**src/rtl/core/substring_search_case_fold_core_assert.svh**
```systemverilog
// Assertion macros for the substring search core.
`ifndef SUBSTRING_SEARCH_CASE_FOLD_CORE_ASSERT_SVH
`define SUBSTRING_SEARCH_CASE_FOLD_CORE_ASSERT_SVH

// Same-cycle implication, sampled on clk, off while rst_n is low.
`define SSCF_ASSERT_NOW(label, ante, cons) \
  label: assert property (@(posedge clk) disable iff (!rst_n) (ante) |-> (cons)) \
    else $error("sscf: same-cycle check failed");

// Next-cycle implication, sampled on clk, off while rst_n is low.
`define SSCF_ASSERT_NEXT(label, ante, cons) \
  label: assert property (@(posedge clk) disable iff (!rst_n) (ante) |=> (cons)) \
    else $error("sscf: next-cycle check failed");

`endif

```
**src/rtl/core/sscf_pkg.sv**
```systemverilog
// Types, constants and helpers shared by the substring search core.
`default_nettype none

package sscf_pkg;

  localparam int NEEDLE_BYTES = 16;
  localparam int LEN_W        = 5;
  localparam int CFG_IDX_W    = 3;
  localparam int CFG_DATA_W   = 64;
  localparam int RES_POS_W    = 32;

  localparam logic [7:0] CHAR_UPPER_A = 8'h41;
  localparam logic [7:0] CHAR_UPPER_Z = 8'h5A;
  localparam logic [7:0] CASE_OFFSET  = 8'd32;

  typedef enum logic [CFG_IDX_W-1:0] {
    CFG_NEEDLE_LOW     = 3'd0,
    CFG_NEEDLE_HIGH    = 3'd1,
    CFG_NEEDLE_LENGTH  = 3'd2,
    CFG_EXACT_MATCH    = 3'd3,
    CFG_START_POSITION = 3'd4
  } cfg_reg_t;

  typedef struct packed {
    logic [7:0] text_byte;
    logic       last_byte;
  } in_item_t;

  typedef struct packed {
    logic                 found;
    logic [RES_POS_W-1:0] match_position;
  } out_item_t;

  // Fold ASCII upper case to lower case when enabled.
  function automatic logic [7:0] fold_byte(input logic [7:0] c, input logic fold_en);
    logic [7:0] r;
    r = c;
    if (fold_en && (c >= CHAR_UPPER_A) && (c <= CHAR_UPPER_Z)) begin
      r = c + CASE_OFFSET;
    end
    return r;
  endfunction

endpackage

`default_nettype wire

```
**src/rtl/core/sscf_match.sv**
```systemverilog
// Parallel needle compare against the byte window for every needle length.
`default_nettype none

module sscf_match
  import sscf_pkg::*;
#(
  parameter int MAX_NEEDLE = 16,
  parameter int WIN_D      = 15
) (
  input  var logic [7:0]                win_i [WIN_D+1],
  input  var logic [NEEDLE_BYTES*8-1:0] needle_i,
  input  var logic [LEN_W-1:0]          len_i,
  input  var logic                      fold_en_i,
  output logic                          hit_o
);

  localparam int LEN_SPAN = 2 ** LEN_W;

  logic [LEN_SPAN-1:0] hit_len;

  // win_i[0] is the current byte; needle byte j lines up with win_i[L-1-j].
  for (genvar gl = 0; gl < LEN_SPAN; gl++) begin : g_len
    if (gl >= 1 && gl <= NEEDLE_BYTES && gl <= MAX_NEEDLE) begin : g_on
      logic [gl-1:0] eq;
      for (genvar gj = 0; gj < gl; gj++) begin : g_byte
        assign eq[gj] = fold_byte(win_i[gl-1-gj], fold_en_i)
                        == fold_byte(needle_i[8*gj +: 8], fold_en_i);
      end
      assign hit_len[gl] = &eq;
    end else begin : g_off
      assign hit_len[gl] = 1'b0;
    end
  end

  assign hit_o = hit_len[len_i];

endmodule

`default_nettype wire

```
**src/rtl/core/substring_search_case_fold_core.sv**
```systemverilog
// Top level of the streaming case-folding substring search core.
// Streams text one byte per beat (last_byte set on the final byte) and reports,
// once per text, either the start position of the first needle match at or
// after start_position, or found=0 with position zero when the text ends
// without one. The block sustains one byte per clock while out_ready keeps the
// result register draining; a byte is held in the input register while the
// whole window is compared against the needle in parallel, and its result is
// written to the output register, which drives out_valid. in_ready follows
// out_ready in the same cycle only when both registers are full. Bytes after a
// match are absorbed without results until the last byte, which rearms the
// search. The position counter saturates at 2^POS_BITS-1. Write configuration
// only while idle; ASCII A-Z fold to lower case unless the exact-match register
// is set (its reset value is 1).
`default_nettype none

`include "substring_search_case_fold_core_assert.svh"

module substring_search_case_fold_core
  import sscf_pkg::*;
#(
  parameter int MAX_NEEDLE = 16,
  parameter int POS_BITS   = 32
) (
  input  var logic                  clk,
  input  var logic                  rst_n,
  // text byte channel
  input  var logic                  in_valid,
  output logic                      in_ready,
  input  var in_item_t              in_data,
  // result channel
  output logic                      out_valid,
  input  var logic                  out_ready,
  output out_item_t                 out_data,
  // configuration writes
  input  var logic                  cfg_wr_en,
  input  var logic [CFG_IDX_W-1:0]  cfg_index,
  input  var logic [CFG_DATA_W-1:0] cfg_wdata
);

  // Besides the current byte, only the newest 15 bytes can line up with a 16-byte needle.
  localparam int WIN_D   = (MAX_NEEDLE > NEEDLE_BYTES) ? NEEDLE_BYTES - 1 :
                           ((MAX_NEEDLE > 1) ? MAX_NEEDLE - 1 : 1);
  localparam int CMP_W   = (POS_BITS + 1 > RES_POS_W) ? POS_BITS + 1 : RES_POS_W;
  localparam logic [POS_BITS-1:0] POS_MAX = {POS_BITS{1'b1}};

  // Configuration registers.
  logic [63:0]          ndl_low_r,  ndl_low_nxt;
  logic [63:0]          ndl_high_r, ndl_high_nxt;
  logic [LEN_W-1:0]     ndl_len_r,  ndl_len_nxt;
  logic                 case_sens_r, case_sens_nxt;
  logic [RES_POS_W-1:0] start_pos_r, start_pos_nxt;

  // Input register.
  logic     in_vld_r, in_vld_nxt;
  in_item_t in_item_r, in_item_nxt;

  // Per-text search state.
  logic [7:0]          win_r [WIN_D];
  logic [7:0]          win_nxt [WIN_D];
  logic [POS_BITS-1:0] pos_r, pos_nxt;
  logic                rep_r, rep_nxt;

  // Result register.
  logic      out_vld_r, out_vld_nxt;
  out_item_t out_item_r, out_item_nxt;

  logic            adv;
  logic [7:0]      cmp_win [WIN_D+1];
  logic            pattern_hit;
  logic [POS_BITS:0] pos_plus1;
  logic [POS_BITS:0] len_ext;
  logic [CMP_W-1:0]  start_cand;
  logic            room_ok;
  logic            start_ok;
  logic            hit;
  logic            res_vld;
  out_item_t       res;

  // ---------------------------------------------------------------------------
  // Configuration decode.
  // ---------------------------------------------------------------------------
  always_comb begin
    ndl_low_nxt   = ndl_low_r;
    ndl_high_nxt  = ndl_high_r;
    ndl_len_nxt   = ndl_len_r;
    case_sens_nxt = case_sens_r;
    start_pos_nxt = start_pos_r;
    if (cfg_wr_en) begin
      unique case (cfg_reg_t'(cfg_index))
        CFG_NEEDLE_LOW:     ndl_low_nxt   = cfg_wdata;
        CFG_NEEDLE_HIGH:    ndl_high_nxt  = cfg_wdata;
        CFG_NEEDLE_LENGTH:  ndl_len_nxt   = cfg_wdata[LEN_W-1:0];
        CFG_EXACT_MATCH:    case_sens_nxt = cfg_wdata[0];
        CFG_START_POSITION: start_pos_nxt = cfg_wdata[RES_POS_W-1:0];
        default: ;  // unmapped index: drop the write
      endcase
    end
  end

  always_ff @(posedge clk) begin
    if (!rst_n) begin
      ndl_low_r   <= '0;
      ndl_high_r  <= '0;
      ndl_len_r   <= '0;
      case_sens_r <= 1'b1;
      start_pos_r <= '0;
    end else begin
      ndl_low_r   <= ndl_low_nxt;
      ndl_high_r  <= ndl_high_nxt;
      ndl_len_r   <= ndl_len_nxt;
      case_sens_r <= case_sens_nxt;
      start_pos_r <= start_pos_nxt;
    end
  end

  // ---------------------------------------------------------------------------
  // Handshake: advance the held byte whenever the result register can take
  // its result (empty, or draining this cycle).
  // ---------------------------------------------------------------------------
  assign adv      = in_vld_r && (!out_vld_r || out_ready);
  assign in_ready = !in_vld_r || adv;

  always_comb begin
    in_vld_nxt  = in_vld_r;
    in_item_nxt = in_item_r;
    if (in_valid && in_ready) begin
      in_vld_nxt  = 1'b1;
      in_item_nxt = in_data;
    end else if (adv) begin
      in_vld_nxt  = 1'b0;
    end
  end

  // ---------------------------------------------------------------------------
  // Match evaluation for the held byte.
  // ---------------------------------------------------------------------------
  always_comb begin
    cmp_win[0] = in_item_r.text_byte;
    for (int i = 0; i < WIN_D; i++) begin
      cmp_win[i+1] = win_r[i];
    end
  end

  sscf_match #(
    .MAX_NEEDLE (MAX_NEEDLE),
    .WIN_D      (WIN_D)
  ) u_match (
    .win_i     (cmp_win),
    .needle_i  ({ndl_high_r, ndl_low_r}),
    .len_i     (ndl_len_r),
    .fold_en_i (!case_sens_r),
    .hit_o     (pattern_hit)
  );

  // The match would start at pos+1-len: it must lie inside the text and at
  // or after the configured start.
  assign pos_plus1  = {1'b0, pos_r} + {{POS_BITS{1'b0}}, 1'b1};
  assign len_ext    = (POS_BITS+1)'(ndl_len_r);
  assign room_ok    = pos_plus1 >= len_ext;
  assign start_cand = CMP_W'(pos_plus1 - len_ext);
  assign start_ok   = start_cand >= CMP_W'(start_pos_r);

  assign hit     = !rep_r && pattern_hit && room_ok && start_ok;
  assign res_vld = hit || (in_item_r.last_byte && !rep_r);

  always_comb begin
    res.found          = hit;
    res.match_position = hit ? start_cand[RES_POS_W-1:0] : '0;
  end

  // ---------------------------------------------------------------------------
  // Search state: shift the window and count positions; the last byte clears
  // everything for the next text.
  // ---------------------------------------------------------------------------
  always_comb begin
    win_nxt = win_r;
    pos_nxt = pos_r;
    rep_nxt = rep_r;
    if (adv) begin
      if (in_item_r.last_byte) begin
        for (int i = 0; i < WIN_D; i++) begin
          win_nxt[i] = '0;
        end
        pos_nxt = '0;
        rep_nxt = 1'b0;
      end else begin
        win_nxt[0] = in_item_r.text_byte;
        for (int i = 1; i < WIN_D; i++) begin
          win_nxt[i] = win_r[i-1];
        end
        if (pos_r != POS_MAX) begin
          pos_nxt = pos_r + POS_BITS'(1);
        end
        rep_nxt = rep_r || hit;
      end
    end
  end

  always_ff @(posedge clk) begin
    if (!rst_n) begin
      for (int i = 0; i < WIN_D; i++) begin
        win_r[i] <= '0;
      end
      pos_r <= '0;
      rep_r <= 1'b0;
    end else begin
      win_r <= win_nxt;
      pos_r <= pos_nxt;
      rep_r <= rep_nxt;
    end
  end

  // ---------------------------------------------------------------------------
  // Result register: load on a producing advance, drop when taken.
  // ---------------------------------------------------------------------------
  always_comb begin
    out_vld_nxt  = out_vld_r && !out_ready;
    out_item_nxt = out_item_r;
    if (adv) begin
      out_vld_nxt = res_vld;
      if (res_vld) begin
        out_item_nxt = res;
      end
    end
  end

  always_ff @(posedge clk) begin
    if (!rst_n) begin
      in_vld_r  <= 1'b0;
      out_vld_r <= 1'b0;
    end else begin
      in_vld_r  <= in_vld_nxt;
      out_vld_r <= out_vld_nxt;
    end
  end

  always_ff @(posedge clk) begin
    in_item_r  <= in_item_nxt;
    out_item_r <= out_item_nxt;
  end

  assign out_valid = out_vld_r;
  assign out_data  = out_item_r;

  // ---------------------------------------------------------------------------
  // Checks.
  // ---------------------------------------------------------------------------
  `SSCF_ASSERT_NEXT(a_last_rearms, adv && in_item_r.last_byte, (pos_r == '0) && !rep_r)
  `SSCF_ASSERT_NEXT(a_pos_saturates, adv && !in_item_r.last_byte && (pos_r == POS_MAX),
                    pos_r == POS_MAX)
  `SSCF_ASSERT_NOW(a_empty_needle_misses, res_vld && (ndl_len_r == '0), !res.found)
  `SSCF_ASSERT_NEXT(a_found_marks_text, adv && hit && !in_item_r.last_byte,
                    rep_r && out_vld_r && out_item_r.found)

endmodule

`default_nettype wire
```
**config.mk**
```make
export PLATFORM = sky130hd
export DESIGN_NAME = substring_search_case_fold_core
export DESIGN_NICKNAME = d
export VERILOG_FILES = /design/src/rtl/core/sscf_pkg.sv /design/src/rtl/core/sscf_match.sv /design/src/rtl/core/substring_search_case_fold_core.sv
export VERILOG_INCLUDE_DIRS = /design/src /design/src/rtl/core
export SDC_FILE = /design/constraint.sdc
export NUM_CORES = 2
export LEC_CHECK = 0
export ABC_CLOCK_PERIOD_IN_PS = 17700
export BUFFER_PORTS_ARGS = -buffer_cell sky130_fd_sc_hd__buf_2
export CAP_MARGIN = 20
export CELL_PAD_IN_SITES_DETAIL_PLACEMENT = 0
export CELL_PAD_IN_SITES_GLOBAL_PLACEMENT = 1
export CORE_MARGIN = 2
export CORE_UTILIZATION = 52
export CTS_CLUSTER_DIAMETER = 80
export DETAILED_ROUTE_END_ITERATION = 10
export HOLD_SLACK_MARGIN = 0.15
export PLACE_DENSITY_LB_ADDON = 0.3
export RECOVER_POWER = 100
export SYNTH_ARGS = -nofsm -noshare
export SYNTH_HDL_FRONTEND = slang
export SYNTH_SLANG_ARGS = --single-unit
```
**constraint.sdc**
```tcl
create_clock -name clk -period 17.7 [get_ports clk]
set_input_delay 2.655 -clock clk [delete_from_list [all_inputs] [get_ports clk]]
set_output_delay 2.655 -clock clk [all_outputs]
set_load 0.005 [all_outputs]
```
# Word-level counts from Yosys, hierarchy flattened
# Index checks and enable logic that the tools add are counted.
# classes
add_sub_neg	35
multipliers	0
div	0
n_lt_le_gt_ge	67
n_eq_ne	141
n_shift	0
n_mux	41
bitwise	0
reduce_logical	105
# ops
op	n
$eq A8 B8 Y1	136
$add A8 B6 Y8 const B	32
$ge A8 B7 Y1 const B	32
$le A8 B7 Y1 const B	32
$mux W8	32
$mux W120	1
$logic_and A1 B1 Y1	71
$mux W32	2
$add A32 B1 Y33 const B	1
$ge A33 B32 Y1	1
$ge A33 B5 Y1	1
$sub A33 B5 Y33	1
$add A32 B1 Y32 const B	1
$ne A32 B32 Y1 const B	1
$reduce_and A16 Y1	1
$reduce_and A2 Y1	8
$reduce_and A15 Y1	1
$reduce_and A14 Y1	1
$reduce_and A13 Y1	1
$reduce_and A12 Y1	1
$reduce_and A11 Y1	1
$reduce_and A10 Y1	1
$reduce_and A9 Y1	1
$reduce_and A8 Y1	1
15 further kinds	28
# totals
regBits	363
latchBits	0
ram_bits	0
romBits	0
output_inout_bits	35
wordCells	417
mem_count	0

# Longest topological paths before layout
# depth
ltp_word	13
mapped_depth	25
depth_no_buf	24

# Cells and area by module
# From an unflattened synthesis, not the netlist that was laid out.
# hier_totals
hier_cells	4167
hier_area_um2	32178.4
# modules_own_cells
module	n_inst	cells_each	area_each_um2	seq_area_each_um2
sscf_match	1	2234	16128.0	0.0
substring_search_case_fold_core	1	1933	16050.4	7687.4

# Least setup slack after synthesis
# No wires, ideal clock.
# synth_path
path_kind	register -> register
from	reg pos_r[0]
to	reg out_item_r, in the netlist out_data[0], enable pin
arrival_time_ps	6133
t_required_ps	17266
path_slack_ps	11133
path_stages_with_launch	23
path_buffers	0
cell_sequence	dfxtp_1 > ha_1 > nand3_1 > nor4_2 > and3_1 > xnor2_1 > o2111ai_1 > or3_1 > o21ai_0 > o31ai_1 > o21ai_0 > xnor2_1 > ha_1 > and4_1 > nand2_1 > nor2_1 > nand2_1 > nor4_1 > nor2_1 > o21ai_0 > o221ai_2 > nand3b_1 > a21oi_1
# synth_between
elab_chain_len	6
elab_cells_between_ends	8
classes_between	add/sub (2); order compare (2); reduce/logical (4)
# synth_rtl
item	line_no	source
from (decl)	substring_search_case_fold_core.sv:60	logic [POS_BITS-1:0] pos_r, pos_nxt;
from (signal assigned)	substring_search_case_fold_core.sv:208	pos_r <= pos_nxt;
$add A32 B1 Y33	substring_search_case_fold_core.sv:157	assign pos_plus1 = {1'b0, pos_r} + {{POS_BITS{1'b0}}, 1'b1};
$sub A33 B5 Y33	substring_search_case_fold_core.sv:160	assign start_cand = CMP_W'(pos_plus1 - len_ext);
via start_cand[26]	substring_search_case_fold_core.sv:72	logic [CMP_W-1:0] start_cand;
$ge A33 B32 Y1	substring_search_case_fold_core.sv:161	assign start_ok = start_cand >= CMP_W'(start_pos_r);
$logic_and A1 B1 Y1	substring_search_case_fold_core.sv:163	assign hit = !rep_r && pattern_hit && room_ok && start_ok;
$logic_or A1 B1 Y1	substring_search_case_fold_core.sv:164	assign res_vld = hit || (in_item_r.last_byte && !rep_r);
$reduce_and A2 Y1 (no source line)	-	
to (signal assigned)	substring_search_case_fold_core.sv:239	out_item_r <= out_item_nxt;
to (decl)	substring_search_case_fold_core.sv:65	out_item_t out_item_r, out_item_nxt;
# The timed path passes the listed nets, and every way through them passes these cells.
# A chain may end at the register's enable or synchronous reset.

==> results.md <==
- Measured along the y axis, the die boundary spans 253 um.
- The later pin in the worst-skew pair is clocked with a latency of 0.63 ns.
- STA classifies the critical path endpoint as a flop.
- The data required time at the worst endpoint is 18.17 ns.
- The top cell type by total area after synthesis is sky130_fd_sc_hd__dfxtp_1.
- Gates resized during post-CTS repair numbered 0.
- Walking the worst path, the cells encountered are clkbuf_1 > nand2_1 > clkbuf_1 > a21oi_1.
- Buffers inserted during clock tree synthesis total 44.
- Setup violations remaining at the end of the flow were counted as 0.
- After routing the design area is 34,900 um^2.
- The final-report hold violation count was 0.
- The cell at the root of the clock tree is sky130_fd_sc_hd__clkbuf_16.
- The share of total power dissipated in sequential elements is 0.388.
- The power density relative to cell area is 63.7 nW/um^2.
- Synthesis inferred 363 register bits.
- The share of synthesized area in the top cell type comes to 0.200.
- Entering global routing, the biggest net connects 120 pins.
- The die footprint is 63,800 um^2.
- The startpoint-to-endpoint class of the critical path is in -> reg.
- The worst hold margin is 0.459 ns.
- For this run, the number of Yosys warnings is 0.
- The die outline width is 253 um.
- The remaining antenna violation count is 0.
- The number of standard cells in the final layout excluding fillers is 4,933.
- The congestion estimate from routability-driven global placement came to 1.08.
- In the final layout, the multi-input gates occupy 22,400 um^2.
- The post-synthesis cell count is 4,192.
- The iteration count of the initial detailed-routing pass is 6.
- For this run, the total global-route usage over all layers was measured as 0.457.
- The share of the Yosys chip area taken by registers is 0.239.
- After filler insertion, the fill cell instance count of the layout stands at 5,883.
- In this run the worst hold path is classified as reg -> reg.
- The effective utilization at floorplan is 0.524.
- The count of input and output buffers is 115.
- The headroom to the max-slew limit is -2.11.
- The final critical path time including I/O delays and setup is 10.52 ns.
- The internal power component is 1.54 mW.
- Across the whole layout, storage elements account for 7690 um^2.
- The share of total power dissipated in combinational logic is 0.175.
- Setup repair after global routing left no endpoint under its margin.
- Of the total power, the share spent switching nets is 0.305.
- The post-synthesis cell area is 32,200 um^2.
- The number of buffers inserted by hold repair at cts is 0.
- The tree built by TritonCTS fans out to 363 sinks.
- The wire length of the first global-routing pass is 213,000 um.
- At the pin with the least slew margin, the transition time is 4.66 ns.
- The sum of buffers and inverters on the critical path is 2.
- The instance area at placement is 33,500 um^2.
- The worst reg-to-reg setup slack is 8.32 ns.
- Summed over all failing endpoints, the final setup total negative slack is 0 ns.
- The worst-case clock skew is 0.0545 ns.
- The max-capacitance violation count is 7.
- TritonCTS built the clock tree.
- For the worst setup path, the data arrival time is 10.99 ns.
- The total number of vias is 32,200.
- VDD sags by at most 0.0000690 V.
- The reported net switching power is 0.678 mW.
- STA classifies the critical path startpoint as an input port.
- The I/O pin count is 116.
- The checks that failed: max-capacitance violations, max-slew violations.
- The clock-pin transition on the worst setup and hold timing paths is 0.06 ns.
- The initialized floorplan defines 91 standard-cell rows.
- The slowest stage cell on the critical path is sky130_fd_sc_hd__clkbuf_1.
- In the final layout, the share of cells above drive strength 1 is 0.0951.
- The initial DRC count is 4,417.
- The total area inside the core boundary comes to 61,400 um^2.
- The post-layout total power is 2.22 mW.
- The run finished, with violations left.
- After detailed routing, the number of vias per cell comes to 6.53.
- The cell repeated most along the worst path is sky130_fd_sc_hd__clkbuf_1.
- The upper clock frequency limit is 0.0950 GHz.
- The most frequent cell after synthesis is sky130_fd_sc_hd__nand2_1.
- The final cycle utilization of the critical path is 0.595.
- Counting instances in the post-synthesis netlist gives the leading cell types as sky130_fd_sc_hd__nand2_1 (657), sky130_fd_sc_hd__xor2_1 (583), sky130_fd_sc_hd__xnor2_1 (485).
- The initial antenna violation count was 5.
- The max-slew violation count is 386.
- The layout overhead on the synthesized area is 8.40%.
- The residual DRC count is 0.
- The biggest fanout along the worst timing path is 119.
- The final net count is 4,258.
- The mean routed wirelength per cell is 30.1 um.
- The family of cells with the greatest summed delay on the critical path is buffers and inverters.
- The share of total power dissipated in the clock network is 0.437.
- The most used flip-flop cell after synthesis is sky130_fd_sc_hd__dfxtp_1.
- The leakage power total is 13.4 nW.
- Yosys mapped the design onto 90 distinct sky130hd cell types.
- The count of buffers added by post-CTS timing repair for setup is 0.
- The H-tree level count is 2.
- After synthesis, the share of flip-flops with an asynchronous set or reset is 0.
- Summed over all layers, the global routing overflow is 0.
- The via count of the first global-routing pass is 29,600.
- The HPWL after detailed placement is 101,000 um.
- The clock passes through at most 3 buffers.
- Ranked by total cell area, the synthesized netlist is headed by sky130_fd_sc_hd__dfxtp_1 (20%), sky130_fd_sc_hd__xor2_1 (16%), sky130_fd_sc_hd__xnor2_1 (13%).
- The cell count after placement is 4,846.
- The peak per-stage delay on the critical path is 3.17 ns.
- Averaged over all synthesized cells, the footprint is 7.67 um^2.
- The number of nets handed over by synthesis was 4,345.
- The total wire length is 149,000 um.
- The number of flops mapped to enable cells by yosys is 42.
power groups by stage:
stage | clock network, mW | registers (mW) | logic, mW
floorplan | 0 | 0.871 | 0.258
global placement | 0 | 0.879 | 0.375
detailed placement | 0 | 0.879 | 0.375
CTS | 0.981 | 0.861 | 0.377
global route | 1.01 | 0.863 | 0.410
finish | 0.972 | 0.862 | 0.388
per-stage QoR:
step                      setup WS, ns  utilization
after floorplan                  11.13            -
after global placement           10.61        0.546
after detailed placement         10.49        0.546
after CTS                        10.47        0.571
after global routing              6.37        0.568
final                             7.18        0.568
cells in the final DEF, fill, tap and decap left out, types with 42 or more instances in the layout:
cell type,Yosys,routed
sky130_fd_sc_hd__xor2_1,583,583
sky130_fd_sc_hd__o21ai_0,44,43
sky130_fd_sc_hd__clkbuf_16,0,45
sky130_fd_sc_hd__buf_4,7,152
sky130_fd_sc_hd__nor2b_1,59,58
sky130_fd_sc_hd__a21oi_1,183,183
sky130_fd_sc_hd__ha_1,71,71
sky130_fd_sc_hd__nand2_1,657,656
sky130_fd_sc_hd__nor3_1,87,89
sky130_fd_sc_hd__a21boi_0,167,167
sky130_fd_sc_hd__inv_1,154,154
sky130_fd_sc_hd__nor4_1,194,195
sky130_fd_sc_hd__nand3_1,78,78
sky130_fd_sc_hd__nor2_1,116,114
sky130_fd_sc_hd__nand4_1,155,155
sky130_fd_sc_hd__xnor2_1,485,485
sky130_fd_sc_hd__dfxtp_1,321,321
sky130_fd_sc_hd__edfxtp_1,42,42
sky130_fd_sc_hd__clkbuf_1,214,51
sky130_fd_sc_hd__buf_2,82,81
sequential cells by signal, indices dropped and copies added (netlist names), 5 cells and up:
| signal | cells |
|---|---|
| cmp_win | 128 |
| ndl_high_r | 64 |
| ndl_low_r | 64 |
| out_data | 33 |
| pos_r | 32 |
| start_pos_r | 32 |
| ndl_len_r | 5 |
worst min-delay path, stage by stage, from the launching register on:
cell and delay, ns:
sky130_fd_sc_hd__dfxtp_1 0.31, sky130_fd_sc_hd__nand2_1 0.05, sky130_fd_sc_hd__a21oi_1 0.05
cell type report:
type / instances / share of cell area
diodes: 2 / 0.000144
repair buffers: 274 / 0.0491
flip-flops and latches: 363 / 0.221
clock buffers: 62 / 0.0359
inverters: 154 / 0.0166
well taps: 790 / 0.0284
clock inverters: 20 / 0.00800
multi-input cells: 3268 / 0.641
worst paths after layout:
kind / startpoint / end / depth (start not counted)
worst max-delay path: rst_n / cmp_win[43] / 4
worst min-delay path: cmp_win[113] / cmp_win[113] / 2
worst max register to register: pos_r[0] / out_data[9] / 24
worst min register to register: cmp_win[113] / cmp_win[113] / 2
cells by family (layout without fill, tap and decap cells):
family | after synthesis | after routing | share of synthesized area
flip-flops | 363 | 363 | 0.239
other | 0 | 2 | 0
XOR/XNOR | 1068 | 1068 | 0.291
AO/OA/AOI/OAI | 641 | 641 | 0.141
multiplexers | 6 | 6 | 0.00191
buffers and inverters | 561 | 510 | 0.0708
adder cells (fa/ha/maj) | 72 | 72 | 0.0282
AND/OR/NAND/NOR | 1481 | 1481 | 0.228
metal layers:
layer  global-route usage  wire [um]
met5                    0         41
met2                0.651      60100
met3                0.161      20100
met4                0.263      10100
met1                0.594      58200
No activity file was read; power rests on OpenSTA's default activity.
